===== config.mk =====
export PLATFORM = sky130hd
export DESIGN_NAME = wtst_cell
export DESIGN_NICKNAME = d
export VERILOG_FILES = /design/src/sv/wtst_pkg.sv /design/src/sv/wtst_cell.sv
export SDC_FILE = /design/constraint.sdc
export NUM_CORES = 1
export LEC_CHECK = 0
export BUFFER_PORTS_ARGS = -buffer_cell sky130_fd_sc_hd__buf_2
export CAP_MARGIN = 15
export CORE_AREA = 2 2 305 307
export DETAILED_ROUTE_END_ITERATION = 6
export DIE_AREA = 0 0 307 309
export MAX_ROUTING_LAYER = met4
export SLEW_MARGIN = 20
export SYNTH_ARGS = -nofsm -noshare
export SYNTH_HDL_FRONTEND = slang
export SYNTH_SLANG_ARGS = --single-unit

===== constraint.sdc =====
create_clock -name clock -period 18.7 [get_ports clock]
set_input_delay 0 -clock clock [delete_from_list [all_inputs] [get_ports clock]]
set_output_delay 0 -clock clock [all_outputs]
set_load 0.05 [all_outputs]

===== src/sv/wtst_pkg.sv =====
// ----------------------------------------------------------------------------
// Windowed trade statistics package
// Shared types and constants of the windowed trade statistics table.
// ----------------------------------------------------------------------------
package wtst_pkg;

   localparam int TIME_W      = 48;
   localparam int WLEN_W      = 27;
   localparam int REM_W       = WLEN_W + 1;
   localparam int DIV_BITS    = 4;
   localparam int DIV_STEPS   = TIME_W / DIV_BITS;
   localparam int STEP_W      = $clog2(DIV_STEPS);
   localparam int MAX_RESULTS = 32;
   localparam int NCNT_W      = $clog2(MAX_RESULTS + 1);

   localparam logic [WLEN_W-1:0] WLEN_RESET = WLEN_W'(1000);

   localparam logic [1:0] CMD_TRADE     = 2'd0;
   localparam logic [1:0] CMD_QUERY     = 2'd1;
   localparam logic [1:0] CMD_EXT_DONE  = 2'd2;
   localparam logic [1:0] CMD_EXT_ALL   = 2'd3;

   localparam logic [2:0] STS_ACCEPTED  = 3'd0;
   localparam logic [2:0] STS_DROPPED   = 3'd1;
   localparam logic [2:0] STS_FOUND     = 3'd2;
   localparam logic [2:0] STS_NOT_FOUND = 3'd3;
   localparam logic [2:0] STS_RECORD    = 3'd4;
   localparam logic [2:0] STS_EMPTY     = 3'd5;

   typedef struct packed {
      logic [7:0]        symbol;
      logic [TIME_W-1:0] window_start;
      logic [31:0]       lo_price;
      logic [31:0]       hi_price;
      logic [31:0]       n_trades;
      logic [63:0]       notional;
      logic [31:0]       buyer_count;
      logic [31:0]       seller_count;
   } slot_type;

   // Search key broadcast to every cell. The window start doubles as the
   // extraction cutoff.
   typedef struct packed {
      logic [7:0]        symbol;
      logic [TIME_W-1:0] window_start;
      logic              take_all;
   } key_type;

   // Running search result that travels down the row of cells.
   typedef struct packed {
      logic              ext_ok;
      logic [7:0]        ext_symbol;
      logic [TIME_W-1:0] ext_window_start;
      logic              hit;
      logic              free_ok;
   } scan_type;

   function automatic logic [31:0] sat_inc32(input logic [31:0] v);
      sat_inc32 = (v == '1) ? v : v + 32'd1;
   endfunction

endpackage


===== src/sv/wtst_cell.sv =====
// ----------------------------------------------------------------------------
// Windowed trade statistics cell
// Holds one table slot and folds it into the search result passed along.
// ----------------------------------------------------------------------------
module wtst_cell #(
   parameter int IDX_W = 5,
   parameter int INDEX = 0
) (
   input  logic               clock,
   input  logic               reset,
   input  wtst_pkg::key_type  key,
   input  wtst_pkg::scan_type scan_in,
   input  logic [IDX_W-1:0]   ext_idx_in,
   input  logic [IDX_W-1:0]   hit_idx_in,
   input  logic [IDX_W-1:0]   free_idx_in,
   output wtst_pkg::scan_type scan_out,
   output logic [IDX_W-1:0]   ext_idx_out,
   output logic [IDX_W-1:0]   hit_idx_out,
   output logic [IDX_W-1:0]   free_idx_out,
   input  logic               wr_en,
   input  logic               wr_clear,
   input  logic [IDX_W-1:0]   wr_idx,
   input  wtst_pkg::slot_type wr_data,
   output wtst_pkg::slot_type slot
);
   import wtst_pkg::*;

   localparam logic [IDX_W-1:0] MY_IDX = IDX_W'(INDEX);

   logic             valid_ff;
   slot_type         slot_ff;
   scan_type         scan_ff, scan_in_c;
   logic [IDX_W-1:0] ext_idx_ff, hit_idx_ff, free_idx_ff;
   logic [IDX_W-1:0] ext_idx_in_c, hit_idx_in_c, free_idx_in_c;
   logic             match, eligible, smaller;

   always_comb begin
      match    = valid_ff && slot_ff.symbol == key.symbol &&
                 slot_ff.window_start == key.window_start;
      eligible = valid_ff && (key.take_all || slot_ff.window_start < key.window_start);
      smaller  = {slot_ff.symbol, slot_ff.window_start} <
                 {scan_in.ext_symbol, scan_in.ext_window_start};
      scan_in_c     = scan_in;
      ext_idx_in_c  = ext_idx_in;
      hit_idx_in_c  = hit_idx_in;
      free_idx_in_c = free_idx_in;
      if (eligible && (!scan_in.ext_ok || smaller)) begin
         scan_in_c.ext_ok           = 1'b1;
         scan_in_c.ext_symbol       = slot_ff.symbol;
         scan_in_c.ext_window_start = slot_ff.window_start;
         ext_idx_in_c               = MY_IDX;
      end
      if (!scan_in.hit && match) begin
         scan_in_c.hit = 1'b1;
         hit_idx_in_c  = MY_IDX;
      end
      if (!scan_in.free_ok && !valid_ff) begin
         scan_in_c.free_ok = 1'b1;
         free_idx_in_c     = MY_IDX;
      end
   end

   always_ff @(posedge clock) begin
      if (reset) begin
         valid_ff <= 1'b0;
         scan_ff  <= '0;
      end else begin
         scan_ff <= scan_in_c;
         if (wr_en && wr_idx == MY_IDX) begin
            valid_ff <= !wr_clear;
         end
      end
      if (wr_en && !wr_clear && wr_idx == MY_IDX) begin
         slot_ff <= wr_data;
      end
      ext_idx_ff  <= ext_idx_in_c;
      hit_idx_ff  <= hit_idx_in_c;
      free_idx_ff <= free_idx_in_c;
   end

   assign scan_out     = scan_ff;
   assign ext_idx_out  = ext_idx_ff;
   assign hit_idx_out  = hit_idx_ff;
   assign free_idx_out = free_idx_ff;
   assign slot         = slot_ff;

endmodule


==> load_flow_metrics.sql <==
INSERT INTO impl_metrics (metric_group, metric, value, unit) VALUES
('layout', 'fillCellCount', '9600', ''),
('critical_path', 'critPathMostFrequentCell', 'a21oi_1', ''),
('critical_path', 'crit_buf_inv', '1', ''),
('sta', 'rsz0062_at_grt', 'no', ''),
('sta', 'finalCritPeriodShare', '0.2358', ''),
('sta', 'hold_viol', '0', ''),
('clock_network', 'cts_tree', 'yes', ''),
('clock_network', 'cts_buffer_depth', '3', ''),
('sta', 'setup_viol', '0', ''),
('synthesis', 'async_reset_ff_frac', '0', ''),
('synthesis', 'syn_inst', '948', ''),
('synthesis', 'ys_ff_latch', '355', ''),
('critical_path', 'timing.critical_path.max_delay_family', 'compound AO/OA/AOI/OAI gates', ''),
('placed_design', 'detailedPlacementHpwl', '59600', 'µm'),
('floorplanning', 'start_util', '0.1554', ''),
('clock_network', 'setup_buffers_after_cts', '0', ''),
('floorplanning', 'core_region_area', '91390', 'µm²'),
('layout', 'final_net_count', '2646', ''),
('global_route', 'grt_max_degree', '138', ''),
('clock_network', 'ctsRootBufferMaster', 'clkbuf_16', ''),
('synthesis', 'post_synth.cell_area_avg', '14.98', 'µm²'),
('clock_network', 'cts-htree-levels', '2', ''),
('clock_network', 'path_clk_slew', '0.06', 'ns'),
('routing', 'routed_wirelength', '75570', 'µm'),
('placed_design', 'post-place-ws', '14.40', 'ns'),
('clock_network', 'cts-buffers-inserted', '47', ''),
('floorplanning', 'die_height', '309', 'µm'),
('routing', 'wl_per_cell', '22.42', 'µm'),
('sta', 'achievable_freq', '226.8', 'MHz'),
('clock_network', 'clkSinkCount', '355', ''),
('power_and_ir_drop', 'max_vdd_drop', '0.00007135', 'V'),
('routing', 'route.vias.total', '12450', ''),
('placed_design', 'place.port_buffers', '773', ''),
('critical_path', 'worstSetupStartpointType', 'flip-flop', ''),
('critical_path', 'cp_max_fo', '38', ''),
('floorplanning', 'die_width', '307', 'µm'),
('power_and_ir_drop', 'p_per_cell_area', '84.02', 'nW/µm²'),
('sta', 'tns', '0', 'ns'),
('floorplanning', 'boundaryPins', '774', ''),
('routing', 'drt-pass1-iter-count', '5', ''),
('routing', 'drt.antenna.violating_nets', '0', ''),
('synthesis', 'synth-edff-count', '280', ''),
('critical_path', 'cp_data_arrival_time', '4.93', 'ns'),
('layout', 'multi_input_logic_area', '3726', 'µm²'),
('synthesis', 'netlist_top_cells_area', 'edfxtp_1, dfxtp_1, ha_1, nand2b_1, mux2i_1', ''),
('global_route', 'grt_pass1_wl', '99590', 'µm'),
('routing', 'drc_errors', '0', ''),
('global_route', 'initial_antenna_violation_count', '47', ''),
('critical_path', 'critical_path_required', '19.22', 'ns'),
('worst_hold_path', 'holdCritPathClass', 'primary input to flip-flop', ''),
('sta', 'timing_max_transition_violations_final', '0', ''),
('synthesis', 'syn_nets', '1471', ''),
('critical_path', 'critPathCaptureType', 'flip-flop', ''),
('critical_path', 'path_cells', 'ha_1 > a21oi_1 > o21ai_0 > a221oi_1 > a21oi_1 > a211oi_2 > nand3_1 > a21oi_4 > buf_4 > mux2i_1', ''),
('synthesis', 'yosysWarnings', '0', ''),
('job', 'max_cap_violations', '0', ''),
('synthesis', 'post-synth-top-area-cell', 'edfxtp_1', ''),
('global_route', 'first_global_vias', '13000', ''),
('synthesis', 'postSynth.topFlopCell', 'edfxtp_1', ''),
('sta', 'timing.final.ws_setup', '14.29', 'ns'),
('sta', 'tightestPinTransition', '1.125', 'ns'),
('critical_path', 'critical-path-max-stage-delay', '0.78', 'ns'),
('synthesis', 'mappedNetlistArea', '14200', 'µm²'),
('placed_design', 'place_congestion', '0.9036', ''),
('sta', 'tmin_final', '4.409', 'ns'),
('synthesis', 'fraction_of_synthesized_cell_area_taken_by_the_top_area_cell_type', '0.5922', ''),
('floorplanning', 'rows', '111', ''),
('synthesis', 'synth_cell_type_count', '41', ''),
('layout', 'seq_area', '9910', 'µm²'),
('synthesis', 'synth.yosys.seq_area_share', '0.6979', ''),
('clock_network', 'clock_latency', '0.63', 'ns'),
('global_route', 'grt_overflow_total', '0', ''),
('routing', 'drt-vias-per-instance', '3.693', ''),
('critical_path', 'worst_path_max_delay_cell', 'a221oi_1', ''),
('sta', 'timing.clock.skew', '0.04306', 'ns'),
('layout', 'layout-drive-gt1-share', '0.3987', ''),
('power_and_ir_drop', 'static_power_due_to_leakage', '10.81', 'nW'),
('status', 'outcome', 'finished clean', ''),
('floorplanning', 'floorplan.die_area', '94860', 'µm²'),
('layout', 'synthToLayoutAreaGrowth', '75.40', '%'),
('critical_path', 'timing_worst_setup_path_type', 'flip-flop to flip-flop', ''),
('global_route', 'grt_util_all_layers', '0.1566', ''),
('sta', 'max_slew_headroom_at_the_worst_pin', '0.2419', ''),
('routing', 'detail_route.iter0.violations', '782', '');
[kinds of logic after synthesis]
| group | after synthesis | synth area share |
|---|---|---|
| compound gates | 86 | 0.03833 |
| xor+xnor | 8 | 0.004934 |
| fa+ha+maj | 103 | 0.09077 |
| buf+inv | 126 | 0.04071 |
| flops | 355 | 0.6979 |
| mux | 56 | 0.03948 |
| simple gates | 214 | 0.08786 |
[routing by layer]
metal	wire [µm]	up-vias	track usage	share of wire
met1	26470	5884	0.1544	0.35
met2	36740	642	0.2587	0.49
li1	-	5797	-	-
met5	0	-	-	0
met4	2540	0	0.05933	0.034
met3	9821	125	0.08605	0.13
[timing repair]
item / in CTS / in global routing
hold buffers: 365 / 1
hold endpoints to repair: 397 / 2
endpoints found under the setup margin: 0 / 0
resized for setup: 0 / 0
[flip-flops by register name, indices dropped and copies added, names as in the netlist]
| name | flops |
|---|---|
| hit_idx_out | 5 |
| scan_out | 59 |
| ext_idx_out | 5 |
| slot | 280 |
| free_idx_out | 5 |
| valid_ff | 1 |
[through the flow]
stage	total power, mW	hold WS (ns)	instance area, µm²	cells	util
finish	2.092	0.06158	24900	3371	0.2725
detailed placement	1.052	0.1781	19460	2894	0.2130
CTS	2.138	0.01307	24830	3347	0.2717
floorplan	0.9702	0.09887	14200	948	-
global placement	1.051	0.1765	19440	2893	0.2128
global route	2.172	0.04917	24900	3368	0.2724
[cell type report]
class,instances,area share
Antenna cell,23,0.002311
Clock buffer,60,0.05336
Clock inverter,28,0.01557
Inverter,107,0.01613
Multi-Input combinational cell,467,0.1496
Sequential cell,355,0.3979
Tap cell,1186,0.05959
Timing Repair Buffer,1145,0.3055
[cells in the final DEF, fill, tap and decap left out, types with 40 or more instances in the layout]
cell,Yosys,layout
nand2b_1,116,116
a21oi_1,40,40
dfxtp_1,75,75
edfxtp_1,280,280
mux2i_1,56,56
clkbuf_16,0,50
buf_2,0,772
inv_1,107,107
ha_1,103,103
dlygate4sd3_1,0,366
[cells in the mapped netlist, drive strengths merged, types with 2 or more instances]
| library cell | count |
|---|---|
| a211oi | 2 |
| a21o | 15 |
| a21oi | 41 |
| a221o | 2 |
| a221oi | 3 |
| and3 | 2 |
| buf | 7 |
| clkbuf | 12 |
| dfxtp | 75 |
| edfxtp | 280 |
| ha | 103 |
| inv | 107 |
| mux2i | 56 |
| nand2 | 19 |
| nand2b | 116 |
| nand3 | 11 |
| nand4 | 22 |
| nor2 | 14 |
| nor2b | 18 |
| nor3 | 2 |
| nor4 | 7 |
| o21ai | 12 |
| o31ai | 2 |
| xnor2 | 4 |
| xor2 | 4 |
[tightest hold or removal path, cell delays in order]
cell and delay [ns]:
buf_2 0.08, xor2_1 0.14, nor4_1 0.11, nand4_1 0.19
a21oi_1 0.09
[power by group]
group / switching (mW) / internal (mW) / total [mW]
Clock: 0.395 / 0.594 / 0.988
Combinational: 0.124 / 0.112 / 0.236
Sequential: 0.00445 / 0.864 / 0.868
[final timing paths]
path / cells past startpoint / to / startpoint / slack (ns)
worst min-delay path: 5 / scan_out[1] / key[55] / 0.06
worst max-delay path: 10 / scan_out[49] / slot[243] / 14.29
worst max register to register: 10 / scan_out[49] / slot[243] / 14.29
worst min register to register: 1 / scan_out[0] / valid_ff / 0.58
Note: power is estimated with default switching activity, not from simulation.
